<file path="src/rtl/core/cmse_pkg.sv">
// Package: cube state types, face cycle tables, opcodes and turn/inverse functions.
package cmse_pkg;

    localparam int unsigned NUM_CORNERS = 8;
    localparam int unsigned NUM_EDGES   = 12;
    localparam int unsigned NUM_FACES   = 6;
    localparam int unsigned NUM_TWISTS  = 3;
    localparam int unsigned NUM_MOVES   = NUM_FACES * NUM_TWISTS;
    localparam int unsigned CODE_W      = 5;

    // Stream payload layout.
    localparam int unsigned OPCODE_W     = 2;
    localparam int unsigned MOVE_W       = 5;
    localparam int unsigned CORNER_W     = NUM_CORNERS * CODE_W;
    localparam int unsigned EDGE_W       = NUM_EDGES * CODE_W;
    localparam int unsigned IN_BITS      = OPCODE_W + MOVE_W + CORNER_W + EDGE_W;
    localparam int unsigned IN_TDATA_W   = ((IN_BITS + 7) / 8) * 8;
    localparam int unsigned OUT_BITS     = CORNER_W + EDGE_W;
    localparam int unsigned OUT_TDATA_W  = ((OUT_BITS + 7) / 8) * 8;
    localparam int unsigned IN_MOVE_LSB  = OPCODE_W;
    localparam int unsigned IN_CORN_LSB  = IN_MOVE_LSB + MOVE_W;
    localparam int unsigned IN_EDGE_LSB  = IN_CORN_LSB + CORNER_W;

    typedef logic [OPCODE_W-1:0] t_opcode;
    typedef logic [MOVE_W-1:0]   t_move;
    typedef logic [NUM_CORNERS-1:0][CODE_W-1:0] t_corners;
    typedef logic [NUM_EDGES-1:0][CODE_W-1:0]   t_edges;

    localparam t_opcode OP_MOVE   = 2'd0;
    localparam t_opcode OP_SOLVE  = 2'd1;
    localparam t_opcode OP_INVERT = 2'd2;
    localparam t_opcode OP_LOAD   = 2'd3;

    localparam t_move MOVE_LIMIT = t_move'(NUM_MOVES);

    // Four-member loops per face, faces U F R D B L.
    localparam logic [3:0] EDGE_CYCLE [NUM_FACES][4] = '{
        '{4'd0, 4'd2, 4'd3, 4'd1}, '{4'd3, 4'd7, 4'd11, 4'd6}, '{4'd2, 4'd5, 4'd10, 4'd7},
        '{4'd9, 4'd11, 4'd10, 4'd8}, '{4'd0, 4'd4, 4'd8, 4'd5}, '{4'd1, 4'd6, 4'd9, 4'd4}
    };
    localparam logic [2:0] CORNER_CYCLE [NUM_FACES][4] = '{
        '{3'd0, 3'd1, 3'd3, 3'd2}, '{3'd2, 3'd3, 3'd7, 3'd6}, '{3'd3, 3'd1, 3'd5, 3'd7},
        '{3'd4, 3'd6, 3'd7, 3'd5}, '{3'd1, 3'd0, 3'd4, 3'd5}, '{3'd0, 3'd2, 3'd6, 3'd4}
    };
    // Bit f set: quarter turns of face f flip edges (R, L) / twist corners (F, R, B, L).
    localparam logic [NUM_FACES-1:0] FACE_FLIPS  = 6'b100100;
    localparam logic [NUM_FACES-1:0] FACE_TWISTS = 6'b110110;

    function automatic t_corners f_solved_corners();
        t_corners c;
        for (int i = 0; i < NUM_CORNERS; i++) begin
            c[i] = CODE_W'(i);
        end
        return c;
    endfunction

    function automatic t_edges f_solved_edges();
        t_edges e;
        for (int i = 0; i < NUM_EDGES; i++) begin
            e[i] = CODE_W'(2 * i);
        end
        return e;
    endfunction

    // Orientation field 3 reads as 0 once touched.
    function automatic logic [1:0] f_ori(logic [CODE_W-1:0] code);
        return (code[4:3] == 2'd3) ? 2'd0 : code[4:3];
    endfunction

    function automatic logic [CODE_W-1:0] f_ori_add(logic [CODE_W-1:0] code, logic up);
        logic [1:0] o;
        logic [1:0] n;
        o = f_ori(code);
        if (up) begin
            n = (o == 2'd2) ? 2'd0 : o + 2'd1;
        end else begin
            n = (o == 2'd0) ? 2'd2 : o - 2'd1;
        end
        return {n, code[2:0]};
    endfunction

    // Orientation negated mod 3.
    function automatic logic [1:0] f_ori_neg(logic [CODE_W-1:0] code);
        logic [1:0] o;
        o = f_ori(code);
        return (o == 2'd0) ? 2'd0 : 2'd3 - o;
    endfunction

    function automatic t_corners f_turn_corners(t_corners c, int unsigned face,
                                                int unsigned twist);
        t_corners   n;
        logic [2:0] p0, p1, p2, p3;
        logic       tw;
        n  = c;
        tw = FACE_TWISTS[face];
        if (twist == 1) begin
            p0 = CORNER_CYCLE[face][0];
            p1 = CORNER_CYCLE[face][1];
            p2 = CORNER_CYCLE[face][2];
            p3 = CORNER_CYCLE[face][3];
            n[p0] = c[p2];
            n[p2] = c[p0];
            n[p1] = c[p3];
            n[p3] = c[p1];
        end else begin
            if (twist == 0) begin
                if (tw) begin
                    p0 = CORNER_CYCLE[face][1];
                    p1 = CORNER_CYCLE[face][2];
                    p2 = CORNER_CYCLE[face][3];
                    p3 = CORNER_CYCLE[face][0];
                end else begin
                    p0 = CORNER_CYCLE[face][0];
                    p1 = CORNER_CYCLE[face][1];
                    p2 = CORNER_CYCLE[face][2];
                    p3 = CORNER_CYCLE[face][3];
                end
            end else begin
                if (tw) begin
                    p0 = CORNER_CYCLE[face][1];
                    p1 = CORNER_CYCLE[face][0];
                    p2 = CORNER_CYCLE[face][3];
                    p3 = CORNER_CYCLE[face][2];
                end else begin
                    p0 = CORNER_CYCLE[face][3];
                    p1 = CORNER_CYCLE[face][2];
                    p2 = CORNER_CYCLE[face][1];
                    p3 = CORNER_CYCLE[face][0];
                end
            end
            if (tw) begin
                n[p3] = f_ori_add(c[p2], 1'b1);
                n[p2] = f_ori_add(c[p1], 1'b0);
                n[p1] = f_ori_add(c[p0], 1'b1);
                n[p0] = f_ori_add(c[p3], 1'b0);
            end else begin
                n[p3] = c[p2];
                n[p2] = c[p1];
                n[p1] = c[p0];
                n[p0] = c[p3];
            end
        end
        return n;
    endfunction

    function automatic t_edges f_turn_edges(t_edges e, int unsigned face,
                                            int unsigned twist);
        t_edges            n;
        logic [3:0]        p0, p1, p2, p3;
        logic [CODE_W-1:0] fm;
        n  = e;
        fm = {4'd0, FACE_FLIPS[face]};
        if (twist == 1) begin
            p0 = EDGE_CYCLE[face][0];
            p1 = EDGE_CYCLE[face][1];
            p2 = EDGE_CYCLE[face][2];
            p3 = EDGE_CYCLE[face][3];
            n[p0] = e[p2];
            n[p2] = e[p0];
            n[p1] = e[p3];
            n[p3] = e[p1];
        end else begin
            if (twist == 0) begin
                p0 = EDGE_CYCLE[face][0];
                p1 = EDGE_CYCLE[face][1];
                p2 = EDGE_CYCLE[face][2];
                p3 = EDGE_CYCLE[face][3];
            end else begin
                p0 = EDGE_CYCLE[face][3];
                p1 = EDGE_CYCLE[face][2];
                p2 = EDGE_CYCLE[face][1];
                p3 = EDGE_CYCLE[face][0];
            end
            n[p3] = e[p2] ^ fm;
            n[p2] = e[p1] ^ fm;
            n[p1] = e[p0] ^ fm;
            n[p0] = e[p3] ^ fm;
        end
        return n;
    endfunction

    // Inverse permutation; on conflicting slots the highest source index wins,
    // slots nobody claims keep their old code.
    function automatic t_corners f_invert_corners(t_corners c);
        t_corners n;
        n = c;
        for (int j = 0; j < NUM_CORNERS; j++) begin
            for (int i = 0; i < NUM_CORNERS; i++) begin
                if (c[i][2:0] == 3'(j)) begin
                    n[j] = {f_ori_neg(c[i]), 3'(i)};
                end
            end
        end
        return n;
    endfunction

    function automatic t_edges f_invert_edges(t_edges e);
        t_edges n;
        n = e;
        for (int j = 0; j < NUM_EDGES; j++) begin
            for (int i = 0; i < NUM_EDGES; i++) begin
                if (e[i][4:1] == 4'(j)) begin
                    n[j] = {4'(i), e[i][0]};
                end
            end
        end
        return n;
    endfunction

endpackage

</file>
<file path="src/rtl/core/cube_move_state_engine_top.sv">
// Top level: cube state register with move, solve, invert and load requests.
//
//  Channel   Dir  Ports               Payload (lowest bit first)
//  -------   ---  ------------------  ------------------------------------------------
//  request   in   s_axis_t{valid,...} opcode[1:0] move_index[6:2] corner_word_in[46:7]
//                                     edge_word_in[106:47], zero pad to 112
//  result    out  m_axis_t{valid,...} corner_word[39:0] edge_word[99:40], pad to 104
//
//  One request per cycle while s_axis_tready is high: the turn, solve, inverse or
//  load is worked out in one pass from the cube state register and the request,
//  and lands at the same edge in the state and in the result or skid register.
//  A two-entry output (result register plus skid register) lets a request be
//  taken while a result still waits; s_axis_tready drops only when both are full.
//  Synchronous active-low reset returns the cube to solved and empties the output.
module cube_move_state_engine_top (
    input  logic                                i_clk,
    input  logic                                i_rst_n,
    input  logic                                s_axis_tvalid,
    output logic                                s_axis_tready,
    // opcode, move_index, corner_word_in, edge_word_in, zero pad
    input  logic [cmse_pkg::IN_TDATA_W-1:0]     s_axis_tdata,
    output logic                                m_axis_tvalid,
    input  logic                                m_axis_tready,
    // corner_word, edge_word, zero pad
    output logic [cmse_pkg::OUT_TDATA_W-1:0]    m_axis_tdata
);

    cmse_pkg::t_opcode  req_opcode;
    cmse_pkg::t_move    req_move;
    cmse_pkg::t_corners req_corners;
    cmse_pkg::t_edges   req_edges;

    cmse_pkg::t_corners r_corners, n_corners;
    cmse_pkg::t_edges   r_edges,   n_edges;

    cmse_pkg::t_corners turn_corners [cmse_pkg::NUM_MOVES];
    cmse_pkg::t_edges   turn_edges   [cmse_pkg::NUM_MOVES];

    logic [cmse_pkg::OUT_BITS-1:0] n_result;
    logic [cmse_pkg::OUT_BITS-1:0] r_out_data;
    logic [cmse_pkg::OUT_BITS-1:0] r_skid_data;
    logic                          r_out_valid;
    logic                          r_skid_valid;
    logic                          req_accept;
    logic                          out_free;

    // Unpack the request.
    assign req_opcode  = s_axis_tdata[cmse_pkg::OPCODE_W-1:0];
    assign req_move    = s_axis_tdata[cmse_pkg::IN_CORN_LSB-1:cmse_pkg::IN_MOVE_LSB];
    assign req_corners = s_axis_tdata[cmse_pkg::IN_EDGE_LSB-1:cmse_pkg::IN_CORN_LSB];
    assign req_edges   = s_axis_tdata[cmse_pkg::IN_BITS-1:cmse_pkg::IN_EDGE_LSB];

    assign s_axis_tready = !r_skid_valid;
    assign req_accept    = s_axis_tvalid && s_axis_tready;
    assign out_free      = m_axis_tready || !r_out_valid;

    // All eighteen turns side by side, each a fixed rewiring of the state.
    always_comb begin
        for (int f = 0; f < cmse_pkg::NUM_FACES; f++) begin
            for (int t = 0; t < cmse_pkg::NUM_TWISTS; t++) begin
                turn_corners[f * cmse_pkg::NUM_TWISTS + t] =
                    cmse_pkg::f_turn_corners(r_corners, f, t);
                turn_edges[f * cmse_pkg::NUM_TWISTS + t] =
                    cmse_pkg::f_turn_edges(r_edges, f, t);
            end
        end
    end

    // Next cube state for the request at the port.
    always_comb begin
        n_corners = r_corners;
        n_edges   = r_edges;
        unique case (req_opcode)
            cmse_pkg::OP_MOVE: begin
                // Out-of-range move index: hold the state.
                if (req_move < cmse_pkg::MOVE_LIMIT) begin
                    n_corners = turn_corners[req_move];
                    n_edges   = turn_edges[req_move];
                end
            end
            cmse_pkg::OP_SOLVE: begin
                n_corners = cmse_pkg::f_solved_corners();
                n_edges   = cmse_pkg::f_solved_edges();
            end
            cmse_pkg::OP_INVERT: begin
                n_corners = cmse_pkg::f_invert_corners(r_corners);
                n_edges   = cmse_pkg::f_invert_edges(r_edges);
            end
            cmse_pkg::OP_LOAD: begin
                n_corners = req_corners;
                n_edges   = req_edges;
            end
            default: begin
                n_corners = r_corners;
                n_edges   = r_edges;
            end
        endcase
        n_result = {n_edges, n_corners};
    end

    // Cube state and output valid flags.
    always_ff @(posedge i_clk) begin
        if (!i_rst_n) begin
            r_corners    <= cmse_pkg::f_solved_corners();
            r_edges      <= cmse_pkg::f_solved_edges();
            r_out_valid  <= 1'b0;
            r_skid_valid <= 1'b0;
        end else begin
            if (req_accept) begin
                r_corners <= n_corners;
                r_edges   <= n_edges;
            end
            if (out_free) begin
                // Advance: skid entry first, else the fresh result.
                if (r_skid_valid) begin
                    r_out_valid  <= 1'b1;
                    r_skid_valid <= 1'b0;
                end else begin
                    r_out_valid <= req_accept;
                end
            end else if (req_accept) begin
                // Output stalled: park the fresh result in the skid entry.
                r_skid_valid <= 1'b1;
            end
        end
    end

    // Result payload, no reset.
    always_ff @(posedge i_clk) begin
        if (out_free) begin
            if (r_skid_valid) begin
                r_out_data <= r_skid_data;
            end else if (req_accept) begin
                r_out_data <= n_result;
            end
        end else if (req_accept) begin
            r_skid_data <= n_result;
        end
    end

    assign m_axis_tvalid = r_out_valid;
    assign m_axis_tdata  = {{(cmse_pkg::OUT_TDATA_W - cmse_pkg::OUT_BITS){1'b0}}, r_out_data};

endmodule

</file>
<file path="config.mk">
export PLATFORM = sky130hd
export DESIGN_NAME = cube_move_state_engine_top
export DESIGN_NICKNAME = d
export VERILOG_FILES = /design/src/rtl/core/cmse_pkg.sv /design/src/rtl/core/cube_move_state_engine_top.sv
export SDC_FILE = /design/constraint.sdc
export NUM_CORES = 2
export LEC_CHECK = 0
export BUFFER_PORTS_ARGS = -buffer_cell sky130_fd_sc_hd__buf_2
export CAP_MARGIN = 25
export CELL_PAD_IN_SITES_DETAIL_PLACEMENT = 1
export CELL_PAD_IN_SITES_GLOBAL_PLACEMENT = 2
export CORE_ASPECT_RATIO = 0.7
export CORE_MARGIN = 3
export CORE_UTILIZATION = 38
export CTS_BUF_LIST = sky130_fd_sc_hd__clkbuf_4 sky130_fd_sc_hd__clkbuf_8
export DETAILED_ROUTE_END_ITERATION = 8
export GPL_ROUTABILITY_DRIVEN = 0
export PLACE_DENSITY = 0.87
export SYNTH_ARGS = -nofsm -noshare
export SYNTH_HDL_FRONTEND = slang
export SYNTH_SLANG_ARGS = --single-unit
export TNS_END_PERCENT = 30
</file>
<file path="constraint.sdc">
create_clock -name i_clk -period 6.3 [get_ports i_clk]
set_clock_uncertainty 0.2 [all_clocks]
set_input_delay 0.315 -clock i_clk [delete_from_list [all_inputs] [get_ports i_clk]]
set_output_delay 0.315 -clock i_clk [all_outputs]
set_load 0.01 [all_outputs]
</file>
==> results.json <==
{
  "syn_area_per_cell_sq_um": 7.97,
  "synth_most_common_cell": "nand2_1",
  "avgViaCountPerCell": 7.48,
  "path_class": "flip-flop to flip-flop",
  "setup_violations": 0,
  "route.detailed.drc": 0,
  "final_util_pct": 43.3,
  "core_sq_mm": 0.0722,
  "outcome": "completed",
  "io_pins": 222,
  "fin_crit_sh_pct": 64.0,
  "critPathArrivalTime_ps": 4150,
  "dr.pass1.iters": 7,
  "power_density_mw_per_mm2": 224,
  "setup_ws_ps": 2270,
  "syn_to_final_growth_pct": 11.8,
  "grt_max_degree": 130,
  "ys_top_cells_by_count": "nand2_1 (379), clkbuf_1 (284), nor2_1 (268), o21ai_0 (265), a21oi_1 (262)",
  "total_power_w": 0.00700,
  "cts_tree": "yes",
  "worstPathMaxFanout": 15,
  "dpl.hpwl_mm": 116,
  "slew_viol_final": 0,
  "htree_levels": 2,
  "dieWidth_um": 330,
  "cap_viol_max_count": 0,
  "cts_buffers": 50,
  "cts-root-buf": "clkbuf_8",
  "min_period_ps": 4030,
  "dieArea_sq_mm": 0.0770,
  "drive_above_1_share_pct": 18.6,
  "wl_mm": 168,
  "worstMarginPinSlew_ps": 1260,
  "placementRows": 82,
  "pre_cts_ws_ps": 2070,
  "max_freq_mhz": 248,
  "cts_buffer_depth": 3,
  "setup_tns_ps": 0,
  "r2r_end": "r_out_data[87]",
  "hold_path.class": "input port to flip-flop",
  "clkSinkCount": 302,
  "die_height_um": 233,
  "grt_use_total_pct": 41.6,
  "yosysUniqueCellTypes": 106,
  "worst_setup_path_start_kind": "flip-flop",
  "holdPathEnd": "r_skid_data[70]",
  "leakage_nw": 11.6,
  "grt_pass1_wl_mm": 233,
  "first_global_vias": 31101,
  "grt_overflow": 0,
  "yosys.area.top_type_share_pct": 21.5,
  "rr_worst_depth": 7,
  "yosysSeqAreaShare_pct": 28.8,
  "antenna_found_initial": 16,
  "hold_path_depth": 3,
  "yosysWarnings": 0,
  "drt-initial-drc-count": 6727,
  "hold_viol": 0,
  "ys_seq_elements": 302,
  "synth-edff-count": 200,
  "critPathRequiredTime_ps": 6420,
  "relSlewSlack_pct": 15.5,
  "wl_per_cell_um": 36.8,
  "hold_start": "s_axis_tdata[77]",
  "r2r-start": "r_edges[21]",
  "vias": 34156,
  "synth_ff_type": "edfxtp_1",
  "endpoint_kind": "flip-flop",
  "netlist_top_cells_area": "edfxtp_1 (21%), dfxtp_1 (7.3%), nand2_1 (5.1%)",
  "clk_latency_ps": 710,
  "fin_nets": 3687,
  "yosysTopAreaCell": "edfxtp_1",
  "peakVddDrop_uv": 163,
  "ant_nets": 0,
  "grt_setup_unrepaired": "no",
  "clk_pin_slew_worst_paths_ps": 70,
  "syn_area_sq_mm": 0.0280,
  "r2r_setup_slack_ps": 2270,
  "port-buffer-count": 212,
  "async_reset_ff_share_pct": 0,
  "synthCells": 3510,
  "initial_utilization_pct": 38.8
}
[registers in the layout, indices dropped and copies added (netlist names)]
register,count
r_skid_data,100
r_edges,60
r_skid_valid,1
m_axis_tvalid,1
r_corners,40
r_out_data,100
[placed cells by master, fill, tap and decap left out, drive strengths merged, types with 23 or more instances in the layout]
master   instances
a31oi           70
mux4            39
o21ai          330
nor3b           25
nand2          379
edfxtp         200
o22ai           31
nand2b          45
a21oi          263
nand3b          29
nor4bb          27
a211oi          64
o21ba           23
a22oi           26
nor3            65
clkbuf          73
nand3           88
nor2b           41
nand4bb         23
mux2            97
dfxtp          102
nand4           26
buf            363
nor4b           33
o221ai          28
ha              24
o21a            25
nor2           268
mux2i           96
or3             24
inv             79
a221oi          31
o211ai          71
[power by group]
part,switching (W),internal [W]
registers,0.000157,0.00229
logic,0.00175,0.000759
clock network,0.000896,0.00116
[per-layer routing]
| metal | up-vias | track usage [%] | wire length (um) |
|---|---|---|---|
| met4 | 28 | 16.3 | 9370 |
| met3 | 813 | 27.4 | 34000 |
| met5 | - | 4.28 | 598 |
| li1 | 13462 | - | - |
| met1 | 16489 | 54.2 | 63500 |
| met2 | 3364 | 52.7 | 60300 |
[final cells by class]
type	count	area (sq um)
fill	8733	40900
tap	966	1210
multi-input combinational	2727	18100
antenna	10	25.0
timing repair buffer	386	2480
clock buffer	72	885
clock inverter	22	277
inverter	80	302
sequential	302	8050
[kinds of logic (layout without fill, tap and decap cells)]
logic type,count (synthesis),after routing,share of synthesized area [%]
and+or+nand+nor,1237,1237,23.7
AOI/OAI and AO/OA,1228,1228,28.9
buffers and inverters,484,560,7.03
DFF,302,302,28.8
muxes,232,232,10.5
adders and majority gates,24,24,1.07
xor gates and xnor gates,2,2,0.0626
other,1,14,0.0134
[critical path, cell delays in order, from the launching register on]
cell and delay (ps):
dfxtp_1 1040, nor4bb_1 470, nor2_1 150, o311ai_0 350, a31o_2 160, a41oi_1 220, a31oi_1 880, a21oi_1 160
[stage by stage]
step | area [sq um] | cells | hold slack (ps)
floorplan | 28000 | 3513 | 290
global placement | 29800 | 4426 | 302
detailed placement | 29800 | 4429 | 308
CTS | 31200 | 4544 | 1.86
global route | 31300 | 4557 | 42.1
finish | 31300 | 4565 | 34.2
[timing repair]
item,in CTS,in global routing
setup buffers,0,0
hold buffers,21,1
hold endpoints to repair,34,1
resized for setup,0,0
[how the worst max path moves through the flow]
stage	from	to	slack, ps	cells past startpoint
floorplan	r_skid_valid	r_skid_data[0]	670	4
global placement	s_axis_tdata[2]	r_out_data[82]	2120	8
CTS	r_edges[37]	r_out_data[68]	2570	8
detailed placement	s_axis_tdata[2]	r_out_data[70]	2070	8
finish	r_edges[21]	r_out_data[87]	2270	7
global route	r_edges[3]	r_out_data[55]	2130	8
(Power assumes the default switching activity.)
